### src/base64_stream_codec_defines.svh
// Assertion helpers shared by the codec. Every property samples on clk
// and is switched off while rst_n is low.
`ifndef BASE64_STREAM_CODEC_DEFINES_SVH
`define BASE64_STREAM_CODEC_DEFINES_SVH

// Same-cycle implication.
`define B64C_ASSERT_IMPL(label, ante, cons) \
    label: assert property (@(posedge clk) disable iff (!rst_n) (ante) |-> (cons)) \
        else $error("b64c assertion failed");

// Next-cycle implication.
`define B64C_ASSERT_NEXT(label, ante, cons) \
    label: assert property (@(posedge clk) disable iff (!rst_n) (ante) |=> (cons)) \
        else $error("b64c assertion failed");

`endif

### src/b64c_pkg.sv
package b64c_pkg;

    localparam int unsigned BYTE_W   = 8;
    localparam int unsigned SEXTET_W = 6;
    localparam int unsigned GROUP_W  = 24;

    localparam logic [BYTE_W-1:0] CHAR_PAD   = 8'h3D;  // '='
    localparam logic [BYTE_W-1:0] CHAR_PLUS  = 8'h2B;  // '+'
    localparam logic [BYTE_W-1:0] CHAR_SLASH = 8'h2F;  // '/'

    localparam logic MODE_ENCODE = 1'b0;
    localparam logic MODE_DECODE = 1'b1;

    // One finished group waiting to be sent as a run of results.
    typedef struct packed {
        logic                 enc;           // characters (1) or bytes (0)
        logic [GROUP_W-1:0]   bits;
        logic [1:0]           last_idx;      // index of the final result of the run
        logic [1:0]           data_last_idx; // encode: later indexes are pads
        logic                 last;
        logic                 err;
    } b64c_burst_t;

    typedef struct packed {
        logic                ok;
        logic [SEXTET_W-1:0] val;
    } b64c_sextet_t;

    function automatic logic [BYTE_W-1:0] sextet_char(input logic [SEXTET_W-1:0] v);
        logic [BYTE_W-1:0] c;
        if (v < 6'd26) begin
            c = 8'd65 + {2'b00, v};
        end else if (v < 6'd52) begin
            c = 8'd71 + {2'b00, v};
        end else if (v < 6'd62) begin
            c = {2'b00, v} - 8'd4;
        end else if (v == 6'd62) begin
            c = CHAR_PLUS;
        end else begin
            c = CHAR_SLASH;
        end
        return c;
    endfunction

    function automatic b64c_sextet_t char_sextet(input logic [BYTE_W-1:0] c);
        b64c_sextet_t s;
        s.ok  = 1'b1;
        s.val = '0;
        if (c >= 8'd65 && c <= 8'd90) begin
            s.val = 6'(c - 8'd65);
        end else if (c >= 8'd97 && c <= 8'd122) begin
            s.val = 6'(c - 8'd71);
        end else if (c >= 8'd48 && c <= 8'd57) begin
            s.val = 6'(c + 8'd4);
        end else if (c == CHAR_PLUS) begin
            s.val = 6'd62;
        end else if (c == CHAR_SLASH) begin
            s.val = 6'd63;
        end else begin
            s.ok = 1'b0;
        end
        return s;
    endfunction

endpackage

### src/b64c_if.sv
interface b64c_in_if;
    logic       valid;
    logic       ready;
    logic [7:0] in_byte;
    logic       in_last;

    modport source (output valid, output in_byte, output in_last, input ready);
    modport sink   (input valid, input in_byte, input in_last, output ready);
endinterface

interface b64c_out_if;
    logic       valid;
    logic       ready;
    logic [7:0] out_byte;
    logic       out_last;
    logic       out_error;

    modport source (output valid, output out_byte, output out_last, output out_error,
                    input ready);
    modport sink   (input valid, input out_byte, input out_last, input out_error,
                    output ready);
endinterface

### src/b64c_serializer.sv
module b64c_serializer
    import b64c_pkg::*;
(
    input  logic         clk,
    input  logic         rst_n,
    input  b64c_burst_t  burst,
    input  logic         load,
    output logic         can_load,
    b64c_out_if.source   out_ch
);

    logic        busy_reg;
    logic [1:0]  idx_reg;
    b64c_burst_t burst_reg;
    logic        drain_done;
    logic [SEXTET_W-1:0] sextet;
    logic [BYTE_W-1:0]   data_byte;

    assign drain_done = busy_reg && out_ch.ready && (idx_reg == burst_reg.last_idx);
    assign can_load   = !busy_reg || drain_done;

    always_ff @(posedge clk or negedge rst_n)
    begin
        if (!rst_n)
        begin
            busy_reg <= 1'b0;
            idx_reg  <= '0;
        end
        else if (load)
        begin
            busy_reg <= 1'b1;
            idx_reg  <= '0;
        end
        else if (drain_done)
        begin
            busy_reg <= 1'b0;
        end
        else if (busy_reg && out_ch.ready)
        begin
            idx_reg <= idx_reg + 2'd1;
        end
    end

    always_ff @(posedge clk)
    begin
        if (load)
        begin
            burst_reg <= burst;
        end
    end

    // Pick the sextet or byte for the current result index.
    always_comb
    begin
        case (idx_reg)
            2'd0:    sextet = burst_reg.bits[23:18];
            2'd1:    sextet = burst_reg.bits[17:12];
            2'd2:    sextet = burst_reg.bits[11:6];
            default: sextet = burst_reg.bits[5:0];
        endcase
        case (idx_reg)
            2'd0:    data_byte = burst_reg.bits[23:16];
            2'd1:    data_byte = burst_reg.bits[15:8];
            2'd2:    data_byte = burst_reg.bits[7:0];
            default: data_byte = '0;
        endcase
    end

    assign out_ch.valid     = busy_reg;
    assign out_ch.out_byte  = !burst_reg.enc ? data_byte
                            : (idx_reg > burst_reg.data_last_idx) ? CHAR_PAD
                            : sextet_char(sextet);
    assign out_ch.out_last  = burst_reg.last && (idx_reg == burst_reg.last_idx);
    assign out_ch.out_error = burst_reg.err;

endmodule

### src/base64_stream_codec.sv
// Latency: the first result of a group is offered the cycle after the item that closes it.
// Throughput: one item accepted per cycle while gathering; one result sent per cycle while
// the receiver is ready. Encode: 3 items give 4 results, so the result port limits a steady
// stream. Decode: 4 items give 3 results, so the item port limits it.
// Reset (rst_n low, async): mode returns to encode, the partial group and result run drop.
`include "base64_stream_codec_defines.svh"

module base64_stream_codec
    import b64c_pkg::*;
(
    input  logic       clk,
    input  logic       rst_n,
    input  logic       cfg_we,
    input  logic       cfg_wdata,
    b64c_in_if.sink    in_ch,
    b64c_out_if.source out_ch
);

    // Stream state: mode plus the group being gathered.
    logic               mode_reg;
    logic [GROUP_W-1:0] group_bits_reg, group_bits_next;
    logic [1:0]         group_count_reg, group_count_next;
    logic [1:0]         pad_marks_reg, pad_marks_next;
    logic               bad_seen_reg, bad_seen_next;

    logic         accept;
    logic         completes;
    logic         can_load;
    b64c_burst_t  burst;

    // Decode-side helpers.
    logic               is_pad;
    b64c_sextet_t       dec;
    logic [SEXTET_W-1:0] sxt;
    logic [GROUP_W-1:0] merged;
    logic [1:0]         pad_upd;
    logic               bad_upd;

    // An item that closes a group needs the result run to be free (or freeing
    // this cycle); any other item is gathered at once.
    assign accept       = in_ch.valid && in_ch.ready;
    assign in_ch.ready  = can_load || !completes;

    always_comb
    begin
        is_pad  = (in_ch.in_byte == CHAR_PAD);
        dec     = char_sextet(in_ch.in_byte);
        sxt     = (is_pad || !dec.ok) ? '0 : dec.val;
        bad_upd = bad_seen_reg || (!is_pad && !dec.ok);
        // Pads only count toward dropped bytes in the third and fourth places.
        pad_upd = (is_pad && group_count_reg[1]) ? pad_marks_reg + 2'd1 : pad_marks_reg;

        merged = group_bits_reg;
        burst  = '0;
        if (mode_reg == MODE_ENCODE)
        begin
            case (group_count_reg)
                2'd0:    merged = group_bits_reg | {in_ch.in_byte, 16'd0};
                2'd1:    merged = group_bits_reg | {8'd0, in_ch.in_byte, 8'd0};
                default: merged = group_bits_reg | {16'd0, in_ch.in_byte};
            endcase
            completes           = (group_count_reg == 2'd2) || in_ch.in_last;
            burst.enc           = 1'b1;
            burst.bits          = merged;
            burst.last_idx      = 2'd3;
            // Data characters run to index count+1; the rest are pads.
            burst.data_last_idx = group_count_reg + 2'd1;
            burst.last          = in_ch.in_last;
            burst.err           = 1'b0;
        end
        else
        begin
            case (group_count_reg)
                2'd0:    merged = group_bits_reg | {sxt, 18'd0};
                2'd1:    merged = group_bits_reg | {6'd0, sxt, 12'd0};
                2'd2:    merged = group_bits_reg | {12'd0, sxt, 6'd0};
                default: merged = group_bits_reg | {18'd0, sxt};
            endcase
            completes = (group_count_reg == 2'd3) || in_ch.in_last;
            burst.enc = 1'b0;
            burst.last = in_ch.in_last;
            if (group_count_reg == 2'd3)
            begin
                burst.bits     = merged;
                // Trailing pads drop bytes from the final group only.
                burst.last_idx = in_ch.in_last ? 2'd2 - pad_upd : 2'd2;
                burst.err      = bad_upd;
            end
            else
            begin
                // Stream ended mid-group: one zero byte flagged as an error.
                burst.bits     = '0;
                burst.last_idx = 2'd0;
                burst.err      = 1'b1;
            end
        end

        group_bits_next  = group_bits_reg;
        group_count_next = group_count_reg;
        pad_marks_next   = pad_marks_reg;
        bad_seen_next    = bad_seen_reg;
        if (accept)
        begin
            if (in_ch.in_last)
            begin
                // End of stream: drop everything but the mode.
                group_bits_next  = '0;
                group_count_next = '0;
                pad_marks_next   = '0;
                bad_seen_next    = 1'b0;
            end
            else if (completes)
            begin
                group_bits_next  = '0;
                group_count_next = '0;
                pad_marks_next   = '0;
                bad_seen_next    = (mode_reg == MODE_DECODE) ? bad_upd : bad_seen_reg;
            end
            else
            begin
                group_bits_next  = merged;
                group_count_next = group_count_reg + 2'd1;
                if (mode_reg == MODE_DECODE)
                begin
                    pad_marks_next = pad_upd;
                    bad_seen_next  = bad_upd;
                end
            end
        end
    end

    always_ff @(posedge clk or negedge rst_n)
    begin
        if (!rst_n)
        begin
            mode_reg        <= MODE_ENCODE;
            group_bits_reg  <= '0;
            group_count_reg <= '0;
            pad_marks_reg   <= '0;
            bad_seen_reg    <= 1'b0;
        end
        else if (cfg_we)
        begin
            // A mode write drops any partial stream.
            mode_reg        <= cfg_wdata;
            group_bits_reg  <= '0;
            group_count_reg <= '0;
            pad_marks_reg   <= '0;
            bad_seen_reg    <= 1'b0;
        end
        else
        begin
            group_bits_reg  <= group_bits_next;
            group_count_reg <= group_count_next;
            pad_marks_reg   <= pad_marks_next;
            bad_seen_reg    <= bad_seen_next;
        end
    end

    // Result run: hold a closed group and send it one result per cycle while the receiver is ready.
    b64c_serializer u_ser (
        .clk      (clk),
        .rst_n    (rst_n),
        .burst    (burst),
        .load     (accept && completes),
        .can_load (can_load),
        .out_ch   (out_ch)
    );

    `B64C_ASSERT_IMPL(a_enc_no_error, out_ch.valid && (mode_reg == MODE_ENCODE), !out_ch.out_error)
    `B64C_ASSERT_NEXT(a_last_clears, accept && in_ch.in_last,
        (group_count_reg == 2'd0) && (pad_marks_reg == 2'd0) && !bad_seen_reg)
    `B64C_ASSERT_NEXT(a_group_sends, accept && completes, out_ch.valid)

endmodule

### src/flat_wrapper.sv
// flat-port wrapper written by rule: the top's interface ports become plain ports
module base64_stream_codec_flat import b64c_pkg::*;
  (clk, rst_n, cfg_we, cfg_wdata, in_ch_valid, in_ch_in_byte, in_ch_in_last, in_ch_ready, out_ch_valid, out_ch_out_byte, out_ch_out_last, out_ch_out_error, out_ch_ready);
  b64c_in_if in_ch_i ();
  b64c_out_if out_ch_i ();
  input  logic clk;
  input  logic rst_n;
  input  logic cfg_we;
  input  logic cfg_wdata;
  input wire logic [$bits(in_ch_i.valid)-1:0] in_ch_valid;
  input wire logic [$bits(in_ch_i.in_byte)-1:0] in_ch_in_byte;
  input wire logic [$bits(in_ch_i.in_last)-1:0] in_ch_in_last;
  output wire logic [$bits(in_ch_i.ready)-1:0] in_ch_ready;
  output wire logic [$bits(out_ch_i.valid)-1:0] out_ch_valid;
  output wire logic [$bits(out_ch_i.out_byte)-1:0] out_ch_out_byte;
  output wire logic [$bits(out_ch_i.out_last)-1:0] out_ch_out_last;
  output wire logic [$bits(out_ch_i.out_error)-1:0] out_ch_out_error;
  input wire logic [$bits(out_ch_i.ready)-1:0] out_ch_ready;
  assign in_ch_i.valid = in_ch_valid;
  assign in_ch_i.in_byte = in_ch_in_byte;
  assign in_ch_i.in_last = in_ch_in_last;
  assign in_ch_ready = in_ch_i.ready;
  assign out_ch_valid = out_ch_i.valid;
  assign out_ch_out_byte = out_ch_i.out_byte;
  assign out_ch_out_last = out_ch_i.out_last;
  assign out_ch_out_error = out_ch_i.out_error;
  assign out_ch_i.ready = out_ch_ready;
  base64_stream_codec u_core (.clk(clk), .rst_n(rst_n), .cfg_we(cfg_we), .cfg_wdata(cfg_wdata), .in_ch(in_ch_i), .out_ch(out_ch_i));
endmodule
### config.mk
export PLATFORM = sky130hd
export DESIGN_NAME = base64_stream_codec_flat
export DESIGN_NICKNAME = d
export VERILOG_FILES = /design/src/b64c_pkg.sv /design/src/b64c_if.sv /design/src/b64c_serializer.sv /design/src/base64_stream_codec.sv /design/src/flat_wrapper.sv
export VERILOG_INCLUDE_DIRS = /design/src /design/src/src
export SDC_FILE = /design/constraint.sdc
export NUM_CORES = 1
export LEC_CHECK = 0
export ABC_AREA = 1
export BUFFER_PORTS_ARGS = -buffer_cell sky130_fd_sc_hd__buf_2
export CAP_MARGIN = 15
export CORE_ASPECT_RATIO = 1.2
export CORE_UTILIZATION = 45
export CTS_BUF_LIST = sky130_fd_sc_hd__clkbuf_4 sky130_fd_sc_hd__clkbuf_8
export DETAILED_ROUTE_END_ITERATION = 10
export RECOVER_POWER = 50
export SLEW_MARGIN = 20
export SYNTH_ARGS = -nofsm -noshare
export SYNTH_HDL_FRONTEND = slang
export SYNTH_HIERARCHICAL = 1
export SYNTH_SLANG_ARGS = --single-unit
### constraint.sdc
create_clock -name clk -period 2.5 [get_ports clk]
set_clock_uncertainty 0.15 [all_clocks]
set_input_delay 0.25 -clock clk [delete_from_list [all_inputs] [get_ports clk]]
set_output_delay 0.25 -clock clk [all_outputs]
set_load 0.02 [all_outputs]
# After elaboration in Yosys (flattened, before gate mapping)
# Cells that the tools add are included.
# totals
ff_bits,64
input_bits,15
out_inout_bits,12
elab_cells,131
# classes
add_sub_neg,10
magnitude_cmp,10
eq_ne,11
muxes,50
n_bitwise,7
n_reduce_logical,30
# op_table
op,n
2-to-1 mux 24 bit,5
one-hot mux 24 bit (3 select lines),1
OR 24 bit,2
one-hot mux 24 bit (2 select lines),1
2-to-1 mux 8 bit,5
2-to-1 mux 6 bit,6
2-to-1 mux 2 bit,14
2-to-1 mux 27 bit,1
2-to-1 mux 26 bit,1
"equality test 8 x 6 -> 1 bit, second input constant",3
OR 24 x 12 -> 24 bit,1
OR 24 x 16 -> 24 bit,1
OR 24 x 18 -> 24 bit,1
OR 24 x 6 -> 24 bit,1
OR 24 x 8 -> 24 bit,1
one-hot mux 8 bit (3 select lines),1
one-hot mux 6 bit (3 select lines),1
"adder 7 x 6 -> 8 bit, first input constant",2
">= comparator 8 x 7 -> 1 bit, second input constant",2
"less-or-equal comparator 8 x 7 -> 1 bit, second input constant",2
2-to-1 mux 1 bit,13
"< comparator 6 bit, second input constant",2
logical AND 1 bit,10
">= comparator 8 x 6 -> 1 bit, second input constant",1
22 further kinds,40

# Depth between registers and ports, before layout
# Gate-level depths: netlist of run 1.
# depth
depth_word,16
depth_mapped,20
depth_no_buf,18

# Modules after synthesis
# The synthesis of run 1 kept the hierarchy.
# by_module_without_submodules
module,instances,cells_per_inst,area_per_inst_um2
base64_stream_codec,1,556,3178.0
b64c_serializer,1,229,2054.5

# Worst setup path before layout of run 1
# Ideal clock, no wire load.
# synth_timing
path_kind,register -> register
startpoint,register u_core.u_ser.idx_reg[0]
endpoint,register u_core.u_ser.idx_reg[0]
setup_ns,0.129
t_arrival_ns,2.246
required_time_ns,2.221
path_slack_ns,-0.025
stages_incl_launch_ff,13
n_path_buf,0
period_less_slack_ns,2.525
cell_sequence,dfrtp_1 -> xnor2_1 -> nand2_1 -> o21ai_0 -> inv_1 -> nand2_1 -> nand2_1 -> inv_1 -> nand2_1 -> inv_1 -> inv_1 -> o21ai_0 -> a21oi_1
# synth_between
elab_chain_cells,8
word_cells_on_any_way,13
classes_between,add/sub (1); eq/ne (2); mux (3); reduce/logical (7)
# synth_lines
element,line,rtl
"start, declared",b64c_serializer.sv:13,logic [1:0] idx_reg;
"start signal, assigned",b64c_serializer.sv:40,idx_reg <= idx_reg + 2'd1;
equality test 2 bit (*),b64c_serializer.sv:19,assign drain_done = busy_reg && out_ch.ready && (idx_reg == burst_reg.last_idx);
logical AND 1 bit (*),b64c_serializer.sv:19,
logical OR 1 bit (*),b64c_serializer.sv:20,assign can_load = !busy_reg || drain_done;
via u_core.can_load,base64_stream_codec.sv:28,logic can_load;
logical OR 1 bit (*),base64_stream_codec.sv:42,assign in_ch.ready = can_load || !completes;
via in_ch_ready,flat_wrapper.sv:13,output wire logic [$bits(in_ch_i.ready)-1:0] in_ch_ready;
logical AND 1 bit (*),base64_stream_codec.sv:41,assign accept = in_ch.valid && in_ch.ready;
logical AND 1 bit (*),base64_stream_codec.sv:165,".load (accept && completes),"
!= test 2 bit (no line) / nonzero test 2 bit (equally long branches),n/a,
AND reduction 2 bit (no line),n/a,
# The timed path passes the listed nets; every way through them passes the cells marked *. The select of a mux whose other input is x is not followed.
# A chain may end at the register's enable or synchronous reset.

# Worst setup path in the final report of run 1
# layout_timing
startpoint,register u_core.u_ser.idx_reg[1]
endpoint,output port out_ch_out_byte[4]
# layout_between
elab_chain_cells,8
word_cells_on_any_way,17
classes_between,add/sub (3); order compare (4); eq/ne (2); mux (7); reduce/logical (1)
# layout_lines
element,line,rtl
equality test 2 bit (tied with other cells),"b64c_serializer.sv:55, b64c_serializer.sv:61",
one-hot mux 6 bit (3 select lines),b64c_serializer.sv:55,case (idx_reg)
subtractor 6 x 3 -> 7 bit / < comparator 6 bit (equally long branches),"b64c_pkg.sv:36, b64c_pkg.sv:35",
2-to-1 mux 8 bit,b64c_pkg.sv:35,end else if (v < 6'd62) begin
2-to-1 mux 8 bit,b64c_pkg.sv:33,end else if (v < 6'd52) begin
2-to-1 mux 8 bit,b64c_pkg.sv:31,if (v < 6'd26) begin
2-to-1 mux 8 bit,b64c_serializer.sv:71,: (idx_reg > burst_reg.data_last_idx) ? CHAR_PAD
2-to-1 mux 8 bit (*),b64c_serializer.sv:70,assign out_ch.out_byte = !burst_reg.enc ? data_byte
"end, declared",flat_wrapper.sv:15,output wire logic [$bits(out_ch_i.out_byte)-1:0] out_ch_out_byte;
# Every way passes the cells marked *; elsewhere a longest branch is shown, timed or not.

==> reports/metrics.sh, run 1 <==
SYNTH.AREA.TOP_CELLS='sky130_fd_sc_hd__nand2_1 21%, sky130_fd_sc_hd__edfxtp_1 18%, sky130_fd_sc_hd__dfrtp_1 16%'
MAXCAPVIOLATIONS=0
STDCELL_COUNT=1035
POST-ROUTE-WORST-SETUP-SLACK_NS=-0.2257
FINAL_MAX_SLEW_VIOL_COUNT=0
MAPPEDNETLISTNETS=821
YOSYS.CELL_COUNT.TOP_TYPE='sky130_fd_sc_hd__nand2_1'
CLASS_OF_THE_MOST_CRITICAL_HOLD_TIMING_PATH='primary input to register'
FIRST_PASS_GRT_WIRE_LENGTH_UM=25630
CTS_MAX_PATH_BUFFERS=2
ACHIEVABLE-FREQUENCY_MHz=366.9
CRITICAL_PATH.ENDPOINT_TYPE='output port'
NETLIST_INSTANCES=785
FIRSTDRTPASSITERS=6
MIN_TO='u_core/pad_marks_reg[0]'
VIOLATIONS='setup timing'
ANTENNA_DIODE_COUNT=0
GRT-OVFL-TOTAL=0
TOTALWIRELENGTH_UM=15990
SYNTHDOMINANTCELLAREASHARE=0.2088
SYNTHDISTINCTLIBCELLS=41
POWER.STATIC_LEAKAGE_nW=3.307
LARGEST_REGISTER_FFS=30
WORST-R2R-SETUP-SLACK_NS=0.13
VDD_IR_DROP_MAX_mV=0.4821
WORSTHOLDPATHCELLS=2
CLOCK-SINKS=64
YS.FLOP_TYPE='sky130_fd_sc_hd__dfrtp_1'
SHARE_OF_POWER_BURNED_IN_REGISTERS=0.213
ASYNC_RESET_FF_FRAC=0.5156
FILLERS=1050
CTS.ROOT.BUFFER_CELL='sky130_fd_sc_hd__clkbuf_8'
REG_AREA_MM2=0.001759
PATH_MAX_FANOUT=6
SYNTH-EDFF-COUNT=31
AREA_OF_THE_MAPPED_NETLIST_MM2=0.005233
TIMING.CRITICAL_PATH.ARRIVAL_NS=2.33
HOLD_START='cfg_we'
FF_TO_FF_END='u_core/u_ser/burst_reg[11]'
REQ_TIME_CRIT_PATH_NS=2.10
TIMING.FINAL.CRIT_PERIOD_NS=2.726
GPL.FINAL_WEIGHTED_CONGESTION=0.9332
PIN_COUNT=27
AREA_OF_THE_MULTI_INPUT_GATES_MM2=0.003278
POWER_PER_CELL_AREA_mW_PER_MM2=921.6
LEADING_AREA_CONTRIBUTOR_AFTER_SYNTHESIS='sky130_fd_sc_hd__nand2_1'
GRT_MAX_DEGREE=40
DIE_FOOTPRINT_MM2=0.01206
FLOORPLAN.ROWS=42
POST_DP_CELL_AREA_MM2=0.005849
TIGHTEST_SLEW_NS=0.9391
SWITCHING_SHARE=0.4375
PORT-BUFFER-COUNT=26
DETAILROUTE.VIA_COUNT=5470
SYNTH.FF_LATCH_COUNT=64
FP.COREAREA_MM2=0.01119
UNREPAIRED_SETUP_ENDPOINTS_AFTER_GLOBAL_ROUTING='yes'
RUN_STATUS='complete, but fails checks'
FIRST_GLOBAL_VIAS=5237
CTS_INSERTED_BUFFERS=9
WORSTSKEWPAIRLATENCY_NS=0.34
INTERNAL-POWER_mW=3.460
DRT_DRC_VIOLATIONS_LEFT=0
FLOORPLAN.INITIALDENSITY=0.4675
ANTENNA_VIOLATING_NETS_POST_ROUTE=0
COMB_POWER_SHARE=0.628
GRT_USE_TOTAL=0.2749
HTREE_NUM_LEVELS=3
SYNTH_SEQ_AREA_SHARE=0.3357
SHARE_CLK_OF_TOTAL_POWER=0.158
DRIVE_GT1_FRAC=0.2429
DIE_WIDTH_UM=100.4
NETLIST_TOP_CELLS_COUNT='291 x sky130_fd_sc_hd__nand2_1, 77 x sky130_fd_sc_hd__nand3_1, 75 x sky130_fd_sc_hd__inv_1'
CRITICALPATHCATEGORY='register to output port'
YOSYSWARNINGCOUNT=6
TIMING.FINAL.HOLD_VIOLATIONS=0
LAYOUT.CELL_AREA.NON_FILLER_MM2=0.006674
DIE_H_UM=120.1
POST_ROUTE_CLOCK_PERIOD_UTILIZATION=1.090
TRITONCTS='yes'
PLACEDCELLCOUNT=991
DP.FINAL_HPWL_UM=11770
SETUP_VIOL_COUNT_FINAL=6
WORST-R2R-CELL-COUNT=12
AVGROUTEDWIREPERCELL_UM=15.45
CRITICAL_PATH.STARTPOINT_TYPE='register'
TIMING.SLEW.HEADROOM=0.3739
SYN_TO_LAYOUT_AREA_DELTA_PCT=27.55
SYNTHESIS.AREA_PER_INSTANCE_UM2=6.666
CLK_TRANSITION_REPORTED_PATHS_NS=0.08
AVGVIACOUNTPERCELL=5.285
P_SWITCHING_mW=2.691
INITIALDRTVIOLATIONCOUNT=401
WORST_R2R_STARTPOINT='u_core/u_ser/idx_reg[1]'
FIN_NETS=912
NUMBER_OF_ANTENNA_VIOLATIONS_AT_THE_FIRST_CHECK_IN_GLOBAL_ROUTING=0
==> final cells by class <==
cell class                 count  area share
inverter                      84     0.05043
sequential                    64      0.2636
timing repair buffer         104      0.1325
clock inverter                 6     0.01275
clock buffer                  10     0.01969
tap                          154     0.02887
timing repair inverter         1   0.0009374
multi-input combinational    612      0.4912
==> cells by family (layout without fill, tap and decap cells) <==
| logic type | count (synthesis) | in the layout | share of synthesized area |
|---|---|---|---|
| AO/OA/AOI/OAI | 117 | 117 | 0.1303 |
| XOR/XNOR | 9 | 9 | 0.01507 |
| adder cells (fa/ha/maj) | 21 | 21 | 0.05021 |
| buffers and inverters | 109 | 205 | 0.09039 |
| flip-flops | 64 | 64 | 0.3357 |
| AND/OR/NAND/NOR | 465 | 465 | 0.3783 |
==> power groups by stage <==
stage          Combinational (mW)  Sequential, mW  Clock [mW]
6_report                     3.87            1.31       0.974
5_1_grt                      4.19            1.32        1.04
4_1_cts                      3.43            1.30       0.999
3_5_place_dp                 2.81            1.30           0
3_3_place_gp                 2.80            1.29           0
2_1_floorplan                1.97            1.29           0
==> cells in the final DEF, fill, tap and decap left out, drive strengths merged, types with 3 or more instances in the layout <==
cell type      n
inv           81
o21bai         5
clkbuf        19
ha            21
nand2        305
edfxtp        31
nor2          73
o21ai         70
dlygate4sd3    3
xor2           7
a21oi         34
clkinv         5
nor3           3
buf           91
dfrtp         33
nand3         79
clkinvlp       3
==> per-stage QoR <==
stage / hold WS [ns] / power, mW / util / TNS, ns / setup slack (ns)
after floorplan: -0.1956 / 3.259 / - / 0 / 0.1395
after global routing: 0.06827 / 6.552 / 0.5962 / -1.891 / -0.3541
final: 0.04031 / 6.151 / 0.5962 / -1.052 / -0.2257
after global placement: 0.2322 / 4.097 / 0.5226 / -0.09268 / -0.04625
after detailed placement: 0.2505 / 4.108 / 0.5226 / -0.2485 / -0.07163
after CTS: 0.02127 / 5.733 / 0.5723 / -1.053 / -0.2209
==> layer usage <==
layer / GRT usage / vias up / wire length [um] / part of all wire
met5: 0 / - / 0 / 0
met4: 0.1540 / 0 / 803 / 0.050
met3: 0.03203 / 58 / 713 / 0.045
met2: 0.4696 / 181 / 8023 / 0.50
met1: 0.3332 / 2525 / 6454 / 0.40
li1: - / 2706 / - / -
==> worst max path at each step <==
stage / endpoint / depth (start not counted) / from
finish: out_ch_out_byte[4] / 15 / u_core/u_ser/idx_reg[1]
detailed placement: out_ch_out_byte[4] / 14 / u_core/u_ser/idx_reg[0]
floorplan: u_core/u_ser/idx_reg[0] / 12 / u_core/group_count_reg[0]
global route: out_ch_out_byte[4] / 14 / u_core/u_ser/idx_reg[1]
CTS: out_ch_out_byte[4] / 14 / u_core/u_ser/idx_reg[1]
global placement: u_core/u_ser/burst_reg[11] / 14 / in_ch_in_byte[2]
==> repair_timing <==
item	4_1_cts	5_1_grt
endpoints found under the hold margin	35	0
pin swaps	25	35
hold buffers	3	0
buffers inserted	10	11
setup endpoints to repair	7	36
gates cloned	0	4
resized for setup	64	36
==> worst max-delay path: stages, from the launching register on <==
cell	delay, ns
sky130_fd_sc_hd__dfrtp_2	0.47
sky130_fd_sc_hd__buf_12	0.15
sky130_fd_sc_hd__ha_4	0.18
sky130_fd_sc_hd__nand2_2	0.08
sky130_fd_sc_hd__nand2_2	0.06
sky130_fd_sc_hd__o21ai_2	0.18
sky130_fd_sc_hd__ha_2	0.21
sky130_fd_sc_hd__nand3_2	0.09
sky130_fd_sc_hd__nand2_1	0.07
sky130_fd_sc_hd__nand2_1	0.05
sky130_fd_sc_hd__nand2_1	0.05
sky130_fd_sc_hd__nand3_1	0.07
sky130_fd_sc_hd__nand3_1	0.07
sky130_fd_sc_hd__nand2_1	0.05
sky130_fd_sc_hd__nand2_1	0.09
sky130_fd_sc_hd__buf_6	0.12
No activity file was read; power rests on OpenSTA's default activity.
==> inputs of run 2 (changes only) <==
--- a/config.mk
+++ b/config.mk
@@ -13,6 +13,7 @@
 export CORE_UTILIZATION = 45
 export CTS_BUF_LIST = sky130_fd_sc_hd__clkbuf_4 sky130_fd_sc_hd__clkbuf_8
 export DETAILED_ROUTE_END_ITERATION = 10
+export GPL_TIMING_DRIVEN = 0
 export RECOVER_POWER = 50
 export SLEW_MARGIN = 20
 export SYNTH_ARGS = -nofsm -noshare
==> constraint.sdc (replaced) <==
create_clock -name clk -period 2.5 [get_ports clk]
set_clock_uncertainty 0.15 [all_clocks]
set_input_delay 0.25 -clock clk [delete_from_list [all_inputs] [get_ports clk]]
set_output_delay 0.25 -clock clk [all_outputs]
set_load 0.005 [all_outputs]
==> run 2 against run 1 <==
  * The run still ends with setup timing left
  * Setup slack got worse by 0.0097 ns
  * Worst hold slack better by 0.018 ns
  * Maximum frequency fell by 0.36%
  * Design area decreased by 1.4%
  * Routed wire length grew 2.0%
  * Clock power shrank 10%
  * Critical path depth is 2 lower
  * Cell count decreased by 1.5%
  * Highest routed layer unchanged
==> reports/metrics.sh, run 2 (same netlist as run 1, synthesis figures left out) <==
RUN_STATUS='complete, but fails checks'  # unchanged
VIOLATIONS='setup timing'  # unchanged
P_SWITCHING_mW=2.671  # was 2.691 mW
FINAL_MAX_SLEW_VIOL_COUNT=0  # unchanged
REQ_TIME_CRIT_PATH_NS=2.10  # about the same
CRITICAL_PATH.STARTPOINT_TYPE='register'  # unchanged
MOSTFREQUENTLAYOUTCELLS='265 x sky130_fd_sc_hd__nand2_1, 73 x sky130_fd_sc_hd__nand3_1, 66 x sky130_fd_sc_hd__inv_1'  # was 268 x sky130_fd_sc_hd__nand2_1, 72 x sky130_fd_sc_hd__nand3_1, 69 x sky130_fd_sc_hd__inv_1
AVGROUTEDWIREPERCELL_UM=16.01  # was 15.45 um
AVGVIACOUNTPERCELL=5.379  # was 5.285
SUM_NEG_SETUP_SLACK_NS=-1.718  # was -1.052 ns
CLOCK-SINKS=64  # unchanged
CTS_MAX_PATH_BUFFERS=2  # unchanged
WORST-R2R-SETUP-SLACK_NS=-0.05  # was 0.13 ns
MAXCAPVIOLATIONS=0  # unchanged
AREA_OF_THE_MULTI_INPUT_GATES_MM2=0.003412  # was 0.003278 mm2
SYN_TO_LAYOUT_AREA_DELTA_PCT=25.75  # was 27.55%
POWER.STATIC_LEAKAGE_nW=3.255  # was 3.307 nW
INTERNAL-POWER_mW=3.317  # was 3.460 mW
SHARE_CLK_OF_TOTAL_POWER=0.146  # was 0.158
FLOORPLAN.ROWS=42  # unchanged
GPL.FINAL_WEIGHTED_CONGESTION=0.9233  # was 0.9332
REG_AREA_MM2=0.001759  # unchanged
WORSTHOLDPATHCELLS=2  # unchanged
FF_TO_FF_END='u_core/group_bits_reg[12]'  # was u_core/u_ser/burst_reg[11]
LARGEST_REGISTER_FFS=30  # unchanged
SWITCHING_SHARE=0.4461  # was 0.4375
FLOORPLAN.INITIALDENSITY=0.4675  # unchanged
DIE_FOOTPRINT_MM2=0.01206  # unchanged
COMB_POWER_SHARE=0.635  # was 0.628
TRITONCTS='yes'  # unchanged
DRIVE_GT1_FRAC=0.2312  # was 0.2429
ANTENNA_DIODE_COUNT=0  # unchanged
TIMING.CRITICAL_PATH.ARRIVAL_NS=2.34  # was 2.33 ns
CLASS_OF_THE_MOST_CRITICAL_HOLD_TIMING_PATH='primary input to register'  # unchanged
DIE_WIDTH_UM=100.4  # unchanged
TIMING.FINAL.HOLD_VIOLATIONS=0  # unchanged
FIRST_GLOBAL_VIAS=5136  # was 5237
GRT_USE_TOTAL=0.2813  # was 0.2749
TIMING.FINAL.CRIT_PERIOD_NS=2.735  # was 2.726 ns
STDCELL_COUNT=1019  # was 1035
TOTALWIRELENGTH_UM=16310  # was 15990 um
PORT-BUFFER-COUNT=25  # was 26
LAYOUT.CELLS.MOST_COMMON='sky130_fd_sc_hd__nand2_1'  # unchanged
NUMBER_OF_ANTENNA_VIOLATIONS_AT_THE_FIRST_CHECK_IN_GLOBAL_ROUTING=0  # unchanged
ANTENNA_VIOLATING_NETS_POST_ROUTE=0  # unchanged
WORST-R2R-CELL-COUNT=12  # unchanged
HOLD_START='cfg_we'  # unchanged
FIN_NETS=896  # was 912
PIN_COUNT=27  # unchanged
DIE_H_UM=120.1  # unchanged
CRITICAL_PATH.ENDPOINT_TYPE='output port'  # unchanged
GRT_MAX_DEGREE=34  # was 40
WORST_R2R_STARTPOINT='u_core/group_count_reg[1]'  # was u_core/u_ser/idx_reg[1]
GRT-OVFL-TOTAL=0  # unchanged
SHARE_OF_POWER_BURNED_IN_REGISTERS=0.218  # was 0.213
FP.COREAREA_MM2=0.01119  # unchanged
VDD_IR_DROP_MAX_mV=0.5129  # was 0.4821 mV
CRITICALPATHCATEGORY='register to output port'  # unchanged
WORSTSKEWPAIRLATENCY_NS=0.35  # was 0.34 ns
TIGHTEST_SLEW_NS=0.9198  # was 0.9391 ns
HTREE_NUM_LEVELS=3  # unchanged
DP.FINAL_HPWL_UM=11690  # was 11770 um
PLACEDCELLCOUNT=964  # was 991
FILLERS=1071  # was 1050
FIRSTDRTPASSITERS=6  # unchanged
DRT_DRC_VIOLATIONS_LEFT=0  # unchanged
ACHIEVABLE-FREQUENCY_MHz=365.6  # was 366.9 MHz
DETAILROUTE.VIA_COUNT=5481  # was 5470
POST-ROUTE-WORST-SETUP-SLACK_NS=-0.2354  # was -0.2257 ns
UNREPAIRED_SETUP_ENDPOINTS_AFTER_GLOBAL_ROUTING='yes'  # unchanged
CTS_INSERTED_BUFFERS=9  # unchanged
CLK_TRANSITION_REPORTED_PATHS_NS=0.07  # was 0.08 ns
MIN_TO='u_core/pad_marks_reg[0]'  # unchanged
TIMING.SLEW.HEADROOM=0.3868  # was 0.3739
FIRST_PASS_GRT_WIRE_LENGTH_UM=25940  # was 25630 um
INITIALDRTVIOLATIONCOUNT=379  # was 401
POST_ROUTE_CLOCK_PERIOD_UTILIZATION=1.094  # was 1.090
PATH_MAX_FANOUT=5  # was 6
CTS.ROOT.BUFFER_CELL='sky130_fd_sc_hd__clkbuf_8'  # unchanged
SETUP_VIOL_COUNT_FINAL=19  # was 6
POWER_PER_CELL_AREA_mW_PER_MM2=910.0  # was 921.6 mW/mm2
run 2: per-stage QoR:
| step | setup WS, ns | power [mW] | util | hold slack (ns) | cell area, um2 |
|---|---|---|---|---|---|
| after floorplan | 0.09545 | 3.112 | - | -0.1956 | 5233 |
| after global placement | -0.4350 | 3.731 | 0.4959 | 0.2252 | 5550 |
| after detailed placement | -0.4705 | 3.753 | 0.4959 | 0.2325 | 5550 |
| after CTS | -0.2421 | 5.512 | 0.5615 | 0.02063 | 6285 |
| after global routing | -0.3746 | 6.387 | 0.5879 | 0.06704 | 6580 |
| final | -0.2354 | 5.988 | 0.5879 | 0.05836 | 6580 |
run 2: timing repair:
item	4_1_cts	5_1_grt
setup buffers	19	13
endpoints found under the hold margin	35	0
resized for setup	86	57
pin swaps	25	33
gates cloned	4	0
setup endpoints to repair	68	47
hold buffers	3	0
run 2: layer usage:
layer	track usage	wire length, um	vias up
li1	-	-	2676
met1	0.3420	6699	2542
met5	0	0	-
met3	0.04892	907	63
met2	0.4820	7930	200
met4	0.1268	774	0
run 2: worst max-delay path by stage:
stage | startpoint | endpoint | slack (ns) | cells past startpoint
3_5_place_dp | u_core/group_count_reg[0] | u_core/u_ser/idx_reg[0] | -0.47 | 12
3_3_place_gp | in_ch_in_byte[2] | u_core/u_ser/burst_reg[9] | -0.43 | 16
5_1_grt | u_core/u_ser/idx_reg[1] | out_ch_out_byte[4] | -0.37 | 14
2_1_floorplan | u_core/u_ser/idx_reg[0] | u_core/u_ser/idx_reg[0] | 0.1 | 12
4_1_cts | u_core/u_ser/idx_reg[1] | out_ch_out_byte[4] | -0.24 | 16
6_report | u_core/u_ser/idx_reg[0] | out_ch_out_byte[2] | -0.24 | 13
run 2: area by class of cell:
class                   instances  share of cell area
plain buffers                  25             0.02833
clock inverters                 7             0.01084
inverters                      84             0.05210
repair buffers                 63             0.07359
flip-flops and latches         64              0.2674
well taps                     154             0.02928
repair inverters                1            0.001141
clock buffers                   9             0.01882
multi-input cells             612              0.5185
run 2: critical path, stage by stage, from the launching register on:
cell and delay (ns):
sky130_fd_sc_hd__dfrtp_2 0.48, sky130_fd_sc_hd__ha_4 0.21, sky130_fd_sc_hd__inv_8 0.08, sky130_fd_sc_hd__buf_12 0.13, sky130_fd_sc_hd__nor2_2 0.05, sky130_fd_sc_hd__o21bai_4 0.19
sky130_fd_sc_hd__ha_4 0.17, sky130_fd_sc_hd__or2_1 0.23, sky130_fd_sc_hd__nand3_1 0.09, sky130_fd_sc_hd__nand3_1 0.07, sky130_fd_sc_hd__nand2_1 0.08, sky130_fd_sc_hd__nand2_1 0.05
sky130_fd_sc_hd__nand2_1 0.06, sky130_fd_sc_hd__buf_2 0.10
run 2: power groups by stage:
stage | logic (mW) | clock network [mW] | registers [mW]
after floorplan | 1.83 | 0 | 1.28
after global placement | 2.43 | 0 | 1.30
after detailed placement | 2.45 | 0 | 1.31
after CTS | 3.31 | 0.896 | 1.30
after global routing | 4.13 | 0.942 | 1.32
final | 3.80 | 0.876 | 1.31
==> inputs of run 3 (changes only) <==
--- a/config.mk
+++ b/config.mk
@@ -9,9 +9,9 @@
 export ABC_AREA = 1
 export BUFFER_PORTS_ARGS = -buffer_cell sky130_fd_sc_hd__buf_2
 export CAP_MARGIN = 15
-export CORE_ASPECT_RATIO = 1.2
+export CORE_ASPECT_RATIO = 1.75
 export CORE_UTILIZATION = 45
-export CTS_BUF_LIST = sky130_fd_sc_hd__clkbuf_4 sky130_fd_sc_hd__clkbuf_8
+export CTS_BUF_LIST = sky130_fd_sc_hd__clkbuf_8
 export DETAILED_ROUTE_END_ITERATION = 10
 export GPL_TIMING_DRIVEN = 0
 export RECOVER_POWER = 50
==> run 3 against run 2 <==
  * Highest routed layer unchanged
  * Sequential share of layout area grew 0.42 points
  * Global-route usage grew 1.5 points
  * Design area shrank 1.5%
  * Via count shrank 0.69%
  * The flow still finishes with violations (setup timing)
  * First-iteration DRC count shrank 7.9%
  * Largest power group unchanged
  * Non-clock buffer count shrank 3
  * Flip-flop and latch count is the same
==> reports/metrics.sh, run 3 (same netlist as run 1, synthesis figures left out) <==
FLOORPLAN.INITIALDENSITY=0.4659  # was 0.4675
FLOORPLAN.ROWS=51  # was 42
ANTENNA_VIOLATING_NETS_POST_ROUTE=0  # unchanged
TIGHTEST_SLEW_NS=0.9582  # was 0.9198 ns
TIMING.FINAL.HOLD_VIOLATIONS=0  # unchanged
FP.COREAREA_MM2=0.01123  # was 0.01119 mm2
PORT-BUFFER-COUNT=25  # unchanged
MAXCAPVIOLATIONS=0  # unchanged
DIE_WIDTH_UM=83.52  # was 100.4 um
GPL.FINAL_WEIGHTED_CONGESTION=0.9681  # was 0.9233
TIMING.FINAL.CRIT_PERIOD_NS=2.803  # was 2.735 ns
LAYOUT.CELLS.MOST_COMMON='sky130_fd_sc_hd__nand2_1'  # unchanged
WORSTSKEWPAIRLATENCY_NS=0.34  # was 0.35 ns
VIOLATIONS='setup timing'  # unchanged
FIN_NETS=893  # was 896
ANTENNA_DIODE_COUNT=0  # unchanged
SYN_TO_LAYOUT_AREA_DELTA_PCT=23.82  # was 25.75%
FIRSTDRTPASSITERS=5  # was 6
SUM_NEG_SETUP_SLACK_NS=-2.629  # was -1.718 ns
FIRST_PASS_GRT_WIRE_LENGTH_UM=27100  # was 25940 um
CTS.ROOT.BUFFER_CELL='sky130_fd_sc_hd__clkbuf_8'  # unchanged
UNREPAIRED_SETUP_ENDPOINTS_AFTER_GLOBAL_ROUTING='yes'  # unchanged
TIMING.SLEW.HEADROOM=0.3612  # was 0.3868
VDD_IR_DROP_MAX_mV=0.7614  # was 0.5129 mV
HTREE_NUM_LEVELS=3  # unchanged
TOTALWIRELENGTH_UM=17360  # was 16310 um
POST_DP_CELL_AREA_MM2=0.005523  # was 0.005550 mm2
FINAL_MAX_SLEW_VIOL_COUNT=0  # unchanged
POST_ROUTE_CLOCK_PERIOD_UTILIZATION=1.121  # was 1.094
POWER.STATIC_LEAKAGE_nW=3.193  # was 3.255 nW
TIMING.CRITICAL_PATH.ARRIVAL_NS=2.40  # was 2.34 ns
CLOCK-SINKS=64  # unchanged
WORST-R2R-SETUP-SLACK_NS=-0.02  # was -0.05 ns
LAYOUT.CELL_AREA.NON_FILLER_MM2=0.006479  # was 0.006580 mm2
LARGEST_REGISTER_FFS=30  # unchanged
CRITICALPATHCATEGORY='register to output port'  # unchanged
DIE_H_UM=144.7  # was 120.1 um
CRITICAL_PATH.STARTPOINT_TYPE='register'  # unchanged
PIN_COUNT=27  # unchanged
DETAILROUTE.VIA_COUNT=5443  # was 5481
INITIALDRTVIOLATIONCOUNT=349  # was 379
MOSTFREQUENTLAYOUTCELLS='266 x sky130_fd_sc_hd__nand2_1, 72 x sky130_fd_sc_hd__nand3_1, 67 x sky130_fd_sc_hd__inv_1'  # was 265 x sky130_fd_sc_hd__nand2_1, 73 x sky130_fd_sc_hd__nand3_1, 66 x sky130_fd_sc_hd__inv_1
DIE_FOOTPRINT_MM2=0.01208  # was 0.01206 mm2
GRT_MAX_DEGREE=34  # unchanged
TRITONCTS='yes'  # unchanged
REPORT.POWER.TOTAL_mW=6.071  # was 5.988 mW
RUN_STATUS='complete, but fails checks'  # unchanged
DRIVE_GT1_FRAC=0.2262  # was 0.2312
POWER_PER_CELL_AREA_mW_PER_MM2=937.1  # was 910.0 mW/mm2
SETUP_VIOL_COUNT_FINAL=30  # was 19
AVGVIACOUNTPERCELL=5.476  # was 5.379
CTS_INSERTED_BUFFERS=9  # unchanged
POST-ROUTE-WORST-SETUP-SLACK_NS=-0.3031  # was -0.2354 ns
NUMBER_OF_ANTENNA_VIOLATIONS_AT_THE_FIRST_CHECK_IN_GLOBAL_ROUTING=0  # unchanged
ACHIEVABLE-FREQUENCY_MHz=356.7  # was 365.6 MHz
REQ_TIME_CRIT_PATH_NS=2.10  # about the same
CLK_TRANSITION_REPORTED_PATHS_NS=0.07  # about the same
DRT_DRC_VIOLATIONS_LEFT=0  # unchanged
GRT_USE_TOTAL=0.2964  # was 0.2813
GRT-OVFL-TOTAL=0  # unchanged
DETAILEDPLACE.WORSTSLACK_NS=-0.4713  # was -0.4705 ns
DP.FINAL_HPWL_UM=12820  # was 11690 um
FIRST_GLOBAL_VIAS=5238  # was 5136
CLASS_OF_THE_MOST_CRITICAL_HOLD_TIMING_PATH='primary input to register'  # unchanged
PATH_MAX_FANOUT=7  # was 5
CRITICAL_PATH.ENDPOINT_TYPE='output port'  # unchanged
LAYOUT.CORE_UTILIZATION=0.5769  # was 0.5879
CTS_MAX_PATH_BUFFERS=2  # unchanged
AVGROUTEDWIREPERCELL_UM=17.46  # was 16.01 um
==> run 3: changes by cell type in the layout (fill, tap and decap cells not counted), moves of 3 or more <==
cell and change:
sky130_fd_sc_hd__nand2_4 -9, sky130_fd_sc_hd__nor2_2 +6, sky130_fd_sc_hd__nand2_2 +5, sky130_fd_sc_hd__nor2_4 -5, sky130_fd_sc_hd__buf_2 -4, sky130_fd_sc_hd__buf_6 +3
sky130_fd_sc_hd__nand2_8 +3
==> run 3: routing by layer <==
metal,up-vias,global-route usage,part of all wire
met5,-,0,0
met3,56,0.04141,0.041
met4,0,0.1954,0.057
met1,2521,0.2941,0.35
met2,203,0.5716,0.55
li1,2663,-,-
==> run 3: worst max-delay path: stages, from the launching register on <==
cell                      delay, ns
sky130_fd_sc_hd__dfrtp_2       0.48
sky130_fd_sc_hd__inv_4         0.11
sky130_fd_sc_hd__ha_4          0.15
sky130_fd_sc_hd__buf_12        0.14
sky130_fd_sc_hd__nand2_4       0.06
sky130_fd_sc_hd__nand2_4       0.07
sky130_fd_sc_hd__nor2_1        0.05
sky130_fd_sc_hd__nor2_2        0.18
sky130_fd_sc_hd__ha_4          0.17
sky130_fd_sc_hd__inv_2         0.04
sky130_fd_sc_hd__nand2_1       0.05
sky130_fd_sc_hd__nand2_1       0.08
sky130_fd_sc_hd__nand3_1       0.07
sky130_fd_sc_hd__nand2_1       0.06
sky130_fd_sc_hd__inv_1         0.06
sky130_fd_sc_hd__nand2_1       0.06
sky130_fd_sc_hd__nand2_1       0.06
sky130_fd_sc_hd__nand2_1       0.05
sky130_fd_sc_hd__buf_2         0.12
==> run 3: area by class of cell <==
cell class                      count  area, um2
Multi-Input combinational cell    612       3373
Timing Repair Buffer               61      431.7
Timing Repair inverter              1      7.507
Buffer                             24      172.7
Clock inverter                      7      111.4
Tap cell                          132      165.2
Clock buffer                        9      123.9
Inverter                           84      334.1
Sequential cell                    64       1759
Fill cell                        1039       4752
==> run 3: timing repair <==
| item | 4_1_cts | 5_1_grt |
|---|---|---|
| gates cloned | 2 | 0 |
| buffers inserted | 22 | 12 |
| gates resized for setup | 88 | 38 |
| hold buffers | 3 | 0 |
| endpoints found under the setup margin | 68 | 59 |
| endpoints found under the hold margin | 35 | 0 |
| pin swaps | 37 | 29 |
==> run 3: path summary, 6_finish.rpt <==
kind                                           start                         to  cells after the start
setup / recovery             u_core/u_ser/idx_reg[0]         out_ch_out_byte[2]                     18
hold / removal                                cfg_we    u_core/pad_marks_reg[0]                      2
setup reg to reg           u_core/group_count_reg[1]  u_core/group_bits_reg[14]                     12
hold reg to reg            u_core/group_bits_reg[20]  u_core/group_bits_reg[20]                      2
max in group asynchronous                      rst_n    u_core/u_ser/idx_reg[1]                      2
min in group asynchronous                      rst_n            u_core/mode_reg                      2
==> run 3: per-stage QoR <==
stage,std cells,hold WS (ns)
floorplan,785,-0.1956
global route,994,0.02937
detailed placement,942,0.2625
finish,994,0.03064
CTS,985,0.02008
global placement,942,0.2544
==> run 3: where the power goes <==
part           total (mW)  switching (mW)  internal (mW)  leakage (nW)
clock network        1.07           0.418          0.655         0.120
logic                3.69            2.15           1.54          2.33
registers            1.31          0.0911           1.21         0.738
